### src/hsv_to_rgb_convert_macros.svh
// Assertion macros shared by the HSV to RGB converter.
`ifndef HSV_TO_RGB_CONVERT_MACROS_SVH
`define HSV_TO_RGB_CONVERT_MACROS_SVH
`ifndef SYNTHESIS
`define HSVRGB_ASSERT(label, clk, rst, prop) \
  label: assert property (@(posedge clk) disable iff (rst) prop) \
    else $error("hsv_to_rgb_convert: assertion failed");
`define HSVRGB_ASSERT_ALWAYS(label, clk, prop) \
  label: assert property (@(posedge clk) prop) \
    else $error("hsv_to_rgb_convert: assertion failed");
`else
`define HSVRGB_ASSERT(label, clk, rst, prop)
`define HSVRGB_ASSERT_ALWAYS(label, clk, prop)
`endif
`endif

### src/hsvrgb_pkg.sv
// Package with the types and constants of the HSV to RGB converter.
package hsvrgb_pkg;

  localparam logic [11:0] SECTOR_UNITS = 12'd3840;
  localparam logic [6:0]  SECTOR_HI    = 7'd15;
  localparam logic [7:0]  SECTOR_RECIP = 8'd137;
  localparam logic [7:0]  FULL_SCALE   = 8'd255;
  localparam logic [19:0] FRAC_DEN     = 20'd979200;
  localparam logic [16:0] P_RECIP      = 17'd65794;
  localparam logic [20:0] Q_RECIP      = 21'd1122868;

  typedef enum logic [3:0] {
    SECT_R_TO_Y = 4'd0,
    SECT_Y_TO_G = 4'd1,
    SECT_G_TO_C = 4'd2,
    SECT_C_TO_B = 4'd3,
    SECT_B_TO_M = 4'd4,
    SECT_M_TO_R = 4'd5
  } sector_t;

  typedef struct packed {
    logic       valid;
    logic       grey;
    logic [3:0] sector;
    logic [7:0] v;
  } hsvrgb_ctrl_t;

endpackage

### src/hsvrgb_front.sv
// Front stages: hue sector split and the narrow saturation products.
module hsvrgb_front (
  input  logic                     clk,
  input  logic                     rst,
  input  logic                     start,
  input  logic [14:0]              hue,
  input  logic [7:0]               saturation,
  input  logic [7:0]               brightness,
  output hsvrgb_pkg::hsvrgb_ctrl_t ctrl,
  output logic [19:0]              sat_rem,
  output logic [19:0]              sat_rest,
  output logic [15:0]              p_prod
);

  hsvrgb_pkg::hsvrgb_ctrl_t c1;
  hsvrgb_pkg::hsvrgb_ctrl_t c1_next;
  logic [14:0] hue1;
  logic [7:0]  sat1;
  logic [14:0] sec_prod;
  logic [6:0]  base_hi;
  logic [14:0] rem_full;
  logic [11:0] rem;
  logic [11:0] rest;

  // The sector is hue / 3840, taken as (hue / 256) * 137 / 2048.
  assign sec_prod = 15'(hue[14:8]) * 15'(hsvrgb_pkg::SECTOR_RECIP);

  always_comb begin
    c1_next.valid  = start;
    c1_next.grey   = (saturation == 8'd0);
    c1_next.sector = sec_prod[14:11];
    c1_next.v      = brightness;
  end

  always_ff @(posedge clk) begin
    hue1 <= hue;
    sat1 <= saturation;
    if (rst) begin
      c1 <= '0;
    end else begin
      c1 <= c1_next;
    end
  end

  assign base_hi  = 7'(c1.sector) * hsvrgb_pkg::SECTOR_HI;
  assign rem_full = hue1 - {base_hi, 8'd0};
  assign rem      = rem_full[11:0];
  assign rest     = hsvrgb_pkg::SECTOR_UNITS - rem;

  always_ff @(posedge clk) begin
    sat_rem  <= 20'(sat1) * 20'(rem);
    sat_rest <= 20'(sat1) * 20'(rest);
    p_prod   <= 16'(c1.v) * 16'(hsvrgb_pkg::FULL_SCALE - sat1);
    if (rst) begin
      ctrl <= '0;
    end else begin
      ctrl <= c1;
    end
  end

endmodule

### src/hsvrgb_scale.sv
// Scaling stages: brightness products and the exact constant divisions.
module hsvrgb_scale (
  input  logic                     clk,
  input  logic                     rst,
  input  hsvrgb_pkg::hsvrgb_ctrl_t ctrl_in,
  input  logic [19:0]              sat_rem,
  input  logic [19:0]              sat_rest,
  input  logic [15:0]              p_prod,
  output hsvrgb_pkg::hsvrgb_ctrl_t ctrl,
  output logic [7:0]               p,
  output logic [7:0]               q,
  output logic [7:0]               t
);

  hsvrgb_pkg::hsvrgb_ctrl_t c3;
  logic [19:0] dq;
  logic [19:0] dt;
  logic [32:0] p_mul;
  logic [27:0] num_q;
  logic [27:0] num_t;
  logic [7:0]  p3;
  logic [40:0] q_mul;
  logic [40:0] t_mul;

  assign dq    = hsvrgb_pkg::FRAC_DEN - sat_rem;
  assign dt    = hsvrgb_pkg::FRAC_DEN - sat_rest;
  // Division by 255 as a multiplication by the rounded-up reciprocal.
  assign p_mul = 33'(p_prod) * 33'(hsvrgb_pkg::P_RECIP);

  always_ff @(posedge clk) begin
    num_q <= 28'(ctrl_in.v) * 28'(dq);
    num_t <= 28'(ctrl_in.v) * 28'(dt);
    p3    <= p_mul[31:24];
    if (rst) begin
      c3 <= '0;
    end else begin
      c3 <= ctrl_in;
    end
  end

  // Division by 979200 is a shift by 8 and then a reciprocal product for 3825.
  assign q_mul = 41'(num_q[27:8]) * 41'(hsvrgb_pkg::Q_RECIP);
  assign t_mul = 41'(num_t[27:8]) * 41'(hsvrgb_pkg::Q_RECIP);

  always_ff @(posedge clk) begin
    p    <= p3;
    q    <= q_mul[39:32];
    t    <= t_mul[39:32];
    if (rst) begin
      ctrl <= '0;
    end else begin
      ctrl <= c3;
    end
  end

endmodule

### src/hsv_to_rgb_convert.sv
// Top level of the HSV to RGB converter with the channel selection stage.
//
// A transaction is taken at each rising edge at which start is high and busy
// is low. Hue is in 1/64 degree, saturation and brightness are fractions of
// 255; the result is red, green and blue, each truncated to eight bits.
// busy is low at all times except during reset, so one transaction can be
// taken in every clock cycle.
// Each result appears on red, green and blue for exactly one cycle with done
// high, once its transaction has passed through the register stages below.
// Results leave in the order in which the transactions were taken.
// The work is spread over five register stages: sector split, narrow
// products, brightness products, constant division and channel selection.
// The receiver cannot hold results off, and none is needed: the pipeline
// never waits.
// Reset is synchronous; it empties the pipeline, so transactions in flight
// are dropped and done stays low until new ones arrive.
`include "hsv_to_rgb_convert_macros.svh"

module hsv_to_rgb_convert (
  input  logic        clk,
  input  logic        rst,
  input  logic        start,
  output logic        busy,
  input  logic [14:0] hue,
  input  logic [7:0]  saturation,
  input  logic [7:0]  brightness,
  output logic        done,
  output logic [7:0]  red,
  output logic [7:0]  green,
  output logic [7:0]  blue
);

  hsvrgb_pkg::hsvrgb_ctrl_t fr_ctrl;
  hsvrgb_pkg::hsvrgb_ctrl_t sc_ctrl;
  logic [19:0] sat_rem;
  logic [19:0] sat_rest;
  logic [15:0] p_prod;
  logic [7:0]  p;
  logic [7:0]  q;
  logic [7:0]  t;
  logic [7:0]  red_next;
  logic [7:0]  green_next;
  logic [7:0]  blue_next;

  assign busy = rst;

  hsvrgb_front u_front (
    .clk        (clk),
    .rst        (rst),
    .start      (start),
    .hue        (hue),
    .saturation (saturation),
    .brightness (brightness),
    .ctrl       (fr_ctrl),
    .sat_rem    (sat_rem),
    .sat_rest   (sat_rest),
    .p_prod     (p_prod)
  );

  hsvrgb_scale u_scale (
    .clk      (clk),
    .rst      (rst),
    .ctrl_in  (fr_ctrl),
    .sat_rem  (sat_rem),
    .sat_rest (sat_rest),
    .p_prod   (p_prod),
    .ctrl     (sc_ctrl),
    .p        (p),
    .q        (q),
    .t        (t)
  );

  always_comb begin
    red_next   = sc_ctrl.v;
    green_next = sc_ctrl.v;
    blue_next  = sc_ctrl.v;
    if (!sc_ctrl.grey) begin
      unique case (sc_ctrl.sector)
        hsvrgb_pkg::SECT_R_TO_Y: begin
          red_next = sc_ctrl.v; green_next = t;         blue_next = p;
        end
        hsvrgb_pkg::SECT_Y_TO_G: begin
          red_next = q;         green_next = sc_ctrl.v; blue_next = p;
        end
        hsvrgb_pkg::SECT_G_TO_C: begin
          red_next = p;         green_next = sc_ctrl.v; blue_next = t;
        end
        hsvrgb_pkg::SECT_C_TO_B: begin
          red_next = p;         green_next = q;         blue_next = sc_ctrl.v;
        end
        hsvrgb_pkg::SECT_B_TO_M: begin
          red_next = t;         green_next = p;         blue_next = sc_ctrl.v;
        end
        default: begin
          red_next = sc_ctrl.v; green_next = p;         blue_next = q;
        end
      endcase
    end
  end

  always_ff @(posedge clk) begin
    red   <= red_next;
    green <= green_next;
    blue  <= blue_next;
    if (rst) begin
      done <= 1'b0;
    end else begin
      done <= sc_ctrl.valid;
    end
  end

  `HSVRGB_ASSERT(a_latency, clk, rst, start && !busy |-> ##5 done)
  `HSVRGB_ASSERT(a_no_spurious, clk, rst, done |-> $past(start && !busy, 5))
  `HSVRGB_ASSERT(a_grey, clk, rst, sc_ctrl.valid && sc_ctrl.grey |=> red == green && green == blue)
  `HSVRGB_ASSERT(a_peak, clk, rst, sc_ctrl.valid |=> red == $past(sc_ctrl.v) || green == $past(sc_ctrl.v) || blue == $past(sc_ctrl.v))
  `HSVRGB_ASSERT_ALWAYS(a_reset_clears, clk, rst |=> !done)

endmodule

### config.mk
export PLATFORM = sky130hd
export DESIGN_NAME = hsv_to_rgb_convert
export DESIGN_NICKNAME = d
export VERILOG_FILES = /design/src/hsvrgb_pkg.sv /design/src/hsvrgb_front.sv /design/src/hsvrgb_scale.sv /design/src/hsv_to_rgb_convert.sv
export VERILOG_INCLUDE_DIRS = /design/src /design/src/src
export SDC_FILE = /design/constraint.sdc
export NUM_CORES = 2
export LEC_CHECK = 0
export ABC_AREA = 0
export BUFFER_PORTS_ARGS = -buffer_cell sky130_fd_sc_hd__buf_4
export CAP_MARGIN = 5
export CELL_PAD_IN_SITES_DETAIL_PLACEMENT = 2
export CELL_PAD_IN_SITES_GLOBAL_PLACEMENT = 2
export CORE_UTILIZATION = 46
export CTS_CLUSTER_SIZE = 30
export DETAILED_ROUTE_END_ITERATION = 6
export PLACE_DENSITY_LB_ADDON = 0.1
export SLEW_MARGIN = 20
export SYNTH_ARGS = -nofsm -noshare
export SYNTH_HDL_FRONTEND = slang
export SYNTH_SLANG_ARGS = --single-unit
export TNS_END_PERCENT = 1
### constraint.sdc
create_clock -name clk -period 9.6 [get_ports clk]
set_input_delay 0.96 -clock clk [delete_from_list [all_inputs] [get_ports clk]]
set_output_delay 0.96 -clock clk [all_outputs]
set_load 0.01 [all_outputs]
Yosys cells after proc, flatten, opt, wreduce, memory -nomap -nowiden

Cells that the tools add are included.

Multipliers: 10
Reduce and logical (&&, ||, !) cells: 6
$lt $le $gt $ge: 0
Add/sub/neg operators: 5
Bitwise operators: 0
Shift operators: 0
Muxes and demuxes: 6
Divide/modulo/power cells: 0
Equal/unequal tests: 4

Operators with widths:

| operator               | number |
|---|---|
| $mul 20x19->38 const B | 2 |
| $pmux 8 s3             | 3 |
| $mul 8x20->28          | 2 |
| $mul 8x12->20          | 2 |
| $sub 20x20->20 const A | 2 |
| $mul 16x16->31 const B | 1 |
| $mux 8                 | 3 |
| $mul 8x16->16          | 1 |
| $mul 7x8->15 const B   | 1 |
| $sub 12x12->12         | 1 |
| $sub 12x12->12 const A | 1 |
| $sub 8x8->9 const A    | 1 |
| $eq 4x2->1 const B     | 2 |
| $logic_not 8->1        | 1 |
| $reduce_or 2->1        | 4 |
| $eq 4x1->1 const B     | 1 |
| $eq 4x3->1 const B     | 1 |
| $logic_not 4->1        | 1 |
| $mul 4x1->4 const B    | 1 |

Output and inout bits: 26
Flip-flop bits (word level): 245
Bits of input ports: 34
Bits in read-only memories: 0
RAM bits: 0
Logic and storage cells: 62
Memories: 0
Latch bits: 0

Depth between registers and ports, before layout

Depth in word-level cells: 4
Mapped depth: 26
Depth with buffers taken out: 26

By module

Synthesis repeated with hierarchy kept, for this count alone.

Cell total of the unflattened synthesis: 3785
Area, all modules: 35342.6 um^2

By module, submodules not included:

| module             | seq. area each (um^2) | area each (um^2) | cells an instance | instances |
|---|---|---|---|---|
| hsvrgb_scale       | 2001.9                | 22451.5          | 2382              | 1 |
| hsvrgb_front       | 2062.0                | 11492.3          | 1233              | 1 |
| hsv_to_rgb_convert | 500.5                 | 1398.8           | 170               | 1 |

Least setup slack after synthesis

OpenSTA, ideal clock, no wires.

Path kind: register to register
From: reg u_front.sat_rem[5]
To: reg u_scale.num_q[27]
Buffers on the path: 0
Cell stages (with the launch flop): 25
Required time: 9.528 ns
Setup time: 0.072 ns
Clock period less this slack: 6.149 ns
Setup slack: 3.451 ns
Data arrival time: 6.077 ns
Cell sequence: dfxtp_1 > or4_4 > nor3_2 > nand2_1 > and2_4 > or4_4 > nand3_1 > xor2_1 > and2_1 > fa_1 > fa_1 > fa_1 > inv_1 > fa_1 > inv_1 > ha_1 > a21o_1 > a21o_1 > a221o_1 > a41o_1 > a21oi_1 > nand3b_1 > a21o_1 > a21oi_1 > xnor2_1

Cells in the longest elaborated chain, start to end: 2

RTL lines:

| element                  | line               | RTL |
|---|---|---|
| start: declaration       | hsvrgb_front.sv:10 | `output logic [19:0] sat_rem,` |
| start signal: assignment | hsvrgb_front.sv:51 | `sat_rem <= 20'(sat1) * 20'(rem);` |
| $sub 20x20->20           | hsvrgb_scale.sv:25 | `assign dq = hsvrgb_pkg::FRAC_DEN - sat_rem;` |
| $mul 8x20->28            | hsvrgb_scale.sv:31 | `num_q <= 28'(ctrl_in.v) * 28'(dq);` |
| end signal: assignment   | hsvrgb_scale.sv:31 |  |
| end: declaration         | hsvrgb_scale.sv:19 | `logic [27:0] num_q;` |

No other way between the ends.
A chain may end at the register's enable or synchronous reset.

Worst setup path in the final report

From: reg u_front.sat_rest[3]
To: reg u_scale.num_t[27]

Cells in the longest elaborated chain, start to end: 2

RTL lines:

| element                  | line               | RTL |
|---|---|---|
| start: declaration       | hsvrgb_front.sv:11 | `output logic [19:0] sat_rest,` |
| start signal: assignment | hsvrgb_front.sv:52 | `sat_rest <= 20'(sat1) * 20'(rest);` |
| $sub 20x20->20           | hsvrgb_scale.sv:26 | `assign dt = hsvrgb_pkg::FRAC_DEN - sat_rest;` |
| $mul 8x20->28            | hsvrgb_scale.sv:32 | `num_t <= 28'(ctrl_in.v) * 28'(dt);` |
| end signal: assignment   | hsvrgb_scale.sv:32 |  |
| end: declaration         | hsvrgb_scale.sv:20 | `logic [27:0] num_t;` |

No other way between the ends.

==> metrics.md <==
| Metric | Value |
|---|---|
| R2R cell count | `23` |
| Slew Limit Fails | `0` |
| Async S/R FF share, synth | `0` |
| Placer Congestion | `~0.83` |
| EDFF count, synth | `0` |
| Port Buffers | `59` |
| Adder-cell area share of the yosys netlist | `0.516` |
| Ys flop type | `dfxtp_1` |
| Row count | `100` |
| R2R Setup Slk | `2530 ps` |
| Later-pin clock latency in the skew report | `around 610 ps` |
| Die height | `about 280 um` |
| Clock Tree Root | `clkbuf_16` |
| # IOs | `60` |
| Crit path largest cell delay | `about 560 ps` |
| Worst path top cell family by delay | `adder cells` |
| Crit path DAT | `~7600 ps` |
| Worst Hold Path Cells | `0` |
| Post-CTS Resized | `0` |
| Fillers | `about 7900` |
| Synth Area in XOR/XNOR | `0.0387` |
| Worst EP required | `approximately 10000 ps` |
| Via/cell ratio | `5.36` |
| Drt wl/cell | `between 20 and 25 um` |
| Tcrit/Tclk final | `0.736` |
| Layout area overhead | `7.02%` |
| Final core utilization | `0.499` |
| Synth Area in Compound Gates | `0.0683` |
| Hold Crit Class | `reg2reg` |
| Die footprint | `approximately 77000 um^2` |
| CP cell instances | `or3_1, nor3_2, nand3_1, o21ai_0, nand3b_1, nand2_1, xor2_1, and2_1, fa_1, fa_1, fa_1, inv_1, fa_1, inv_1, ha_1, a2111oi_0, o21ai_0, o21ai_0, o21ai_0, a31oi_1, a211oi_1, a311oi_1, xnor2_1` |
| Max clock buf depth | `3` |
| # DRC | `0` |
| Rel. slew slack | `0.395` |
| Unique masters post-synth | `68` |
| Hold path start | `u_scale.p3[6]$_DFF_P_` |
| Hold buffers post-CTS | `0` |
| Setup_tns | `0 ps` |
| Pre-CTS WS | `2580 ps` |
| Area after DPL | `around 36000 um^2` |
| Final Hold Vio Count | `0` |
| Mux contribution to synthesized area | `0.00231` |
| Final setup margin | `about 2500 ps` |
| Grt ovf | `0` |
| CTS tree | `done` |
| Avg Inst Size Synth | `9.41 um^2` |
| Initial drt markers | `about 810` |
| Status | `finished clean` |
| Slew @ Worst Pin | `between 900 and 1000 ps` |
| First-pass iteration count of the detailed router | `5` |
| Simple-gate share of the synthesized area | `0.150` |
| Clk slew on worst S/H paths | `about 60 ps` |
| Antenna viol nets, final | `0` |
| Max-cap violations | `0` |
| Critical path type | `reg2reg` |
| Final nets | `roughly 4900` |
| Synth Net Count | `4855` |
| Initial core utilization | `0.466` |
| Crit end category | `flop` |
| Total Routing Usage GR | `0.278` |
| Post-CTS Setup Inserts | `0` |
| Core Region | `roughly 75000 um^2` |
| Fmax | `142 MHz` |
| Synth Register Bits | `228` |
| Share of cells above drive strength 1 | `0.0423` |
| Ys Warns | `0` |
| Post-synth top cells | `inv_1 (776), ha_1 (620), fa_1 (508)` |
| Antenna violations before repair | `4` |
| Startpoint types | `flop` |
| H-tree Lvls | `1` |
| Post-synth top area cell | `fa_1` |
| Hpwl dp | `between 80 and 90 mm` |
| Final wirelength | `103 mm` |
| RSZ-0062 raised after global routing | `no` |
| Multi-input logic area | `roughly 27000 um^2` |
| Synthesized area | `34700 um^2` |
| Vias in the first global route | `between 30000 and 40000` |
| Area contributors post-synth | `fa_1 (29%), ha_1 (22%), dfxtp_1 (13%), inv_1 (8.4%), and2_1 (5.1%)` |
| Largest net degree at the start of global routing | `59` |
| Sequential cell area fraction in the yosys report | `0.131` |
| Slowest CP cell | `fa_1` |
| Sink Count | `between 200 and 250` |
| CTS buffer count | `29` |
| First-pass GRT wire length | `approximately 170 mm` |
| Worst-path maximum fanout | `8` |
| Worst Skew | `22.0 ps` |
| Top-area cell type share of the netlist area | `0.293` |
| Worst R2R End | `u_scale.num_t[27]$_DFF_P_` |
| R2R Path Start | `u_front.sat_rest[3]$_DFF_P_` |
| Largest family of logic cells by synthesized area | `adder cells` |
| Die width | `277 um` |
| FF+latch area | `~4600 um^2` |
| Final setup viols | `0` |
| Worst Path Buf+Inv | `2` |
| Vias | `~25000` |
| Endpoint, Worst Hold | `u_scale.p[6]$_DFF_P_` |
| Min Tclk post-route | `around 7100 ps` |
| Cell count after synthesis | `between 3000 and 4000` |
| Final instance area | `37200 um^2` |
| Most common cell in the netlist | `inv_1` |
-- per-stage QoR --
stage	cells	hold WS, ps
floorplan	3693	310
global placement	4654	313
detailed placement	4654	315
CTS	4706	329
global route	4706	342
finish	4708	329
-- sequential cells by signal, indices dropped and copies added, names as in the netlist --
| signal | flops |
|---|---|
| u_scale.c3 | 14 |
| u_front.sat1 | 8 |
| u_front.sat_rest | 19 |
| u_scale.q | 8 |
| u_scale.t | 8 |
| u_scale.p | 8 |
| blue | 8 |
| red | 8 |
| u_front.ctrl | 14 |
| u_scale.num_t | 20 |
| u_front.hue1 | 12 |
| u_front.sat_rem | 20 |
| green | 8 |
| done | 1 |
| u_scale.ctrl | 14 |
| u_front.c1 | 14 |
| u_front.p_prod | 16 |
| u_scale.p3 | 8 |
| u_scale.num_q | 20 |
-- worst reg2reg max path, delay by kind of cell (launching register included) --
kind | cells | cell delay (ps)
AO/OA/AOI/OAI | 8 | 2080
XOR/XNOR | 2 | 700
adder cells (fa/ha/maj) | 5 | 2360
buffers and inverters | 2 | 120
flip-flops | 1 | 340
AND/OR/NAND/NOR | 6 | 1390
-- layout by cell type, fill, tap and decap left out, types with 16 or more instances in the layout --
cell type,n
dfxtp_1,227
and2_1,281
nor3_1,25
ha_1,620
nor2_1,99
buf_4,79
nand2_1,208
inv_1,776
o21ai_0,73
nor2b_1,188
clkbuf_16,29
a21oi_1,99
a211oi_1,25
nand3_1,25
fa_1,508
xnor2_1,92
a21o_1,48
o21a_1,16
nand2b_1,63
xor2_1,54
-- layout make-up --
class	count	share of cell area
clock inverters	19	0.00481
repair buffers	79	0.0160
flip-flops and latches	228	0.123
clock buffers	33	0.0207
diodes	2	0.000135
multi-input cells	2602	0.725
well taps	969	0.0326
inverters	776	0.0784
-- worst max path at each step --
stage	start	end	slack [ps]	depth (start not counted)
final	u_front.sat_rest[3]$_DFF_P_	u_scale.num_t[27]$_DFF_P_	2530	23
after global routing	u_front.sat_rest[3]$_DFF_P_	u_scale.num_t[27]$_DFF_P_	1880	23
after CTS	u_front.sat_rest[3]$_DFF_P_	u_scale.num_t[27]$_DFF_P_	2510	23
after detailed placement	u_front.sat_rem[5]$_DFF_P_	u_scale.num_q[27]$_DFF_P_	2580	23
after global placement	u_front.sat_rem[5]$_DFF_P_	u_scale.num_q[27]$_DFF_P_	3040	24
after floorplan	u_front.sat_rem[5]$_DFF_P_	u_scale.num_q[27]$_DFF_P_	3450	24
-- routing by layer --
layer  global-route usage  up-vias  share of wire
met4               0.0868        4          0.030
met2                0.519      305           0.53
met3               0.0260      158          0.023
met1                0.335    13200           0.42
met5                    0        -        0.00019
li1                     -    11600              -
-- cell families (layout without fill, tap and decap cells) --
group	count (synthesis)	in the layout
muxes	8	8
adders and majority gates	1128	1128
DFF	228	228
buffers and inverters	863	907
and+or+nand+nor	954	954
xor gates and xnor gates	150	150
AOI/OAI and AO/OA	362	362
other	0	2
Power is left out: the tool's default activity adds up to more than one toggle a clock period on the data nets, which glitch-free logic cannot reach.
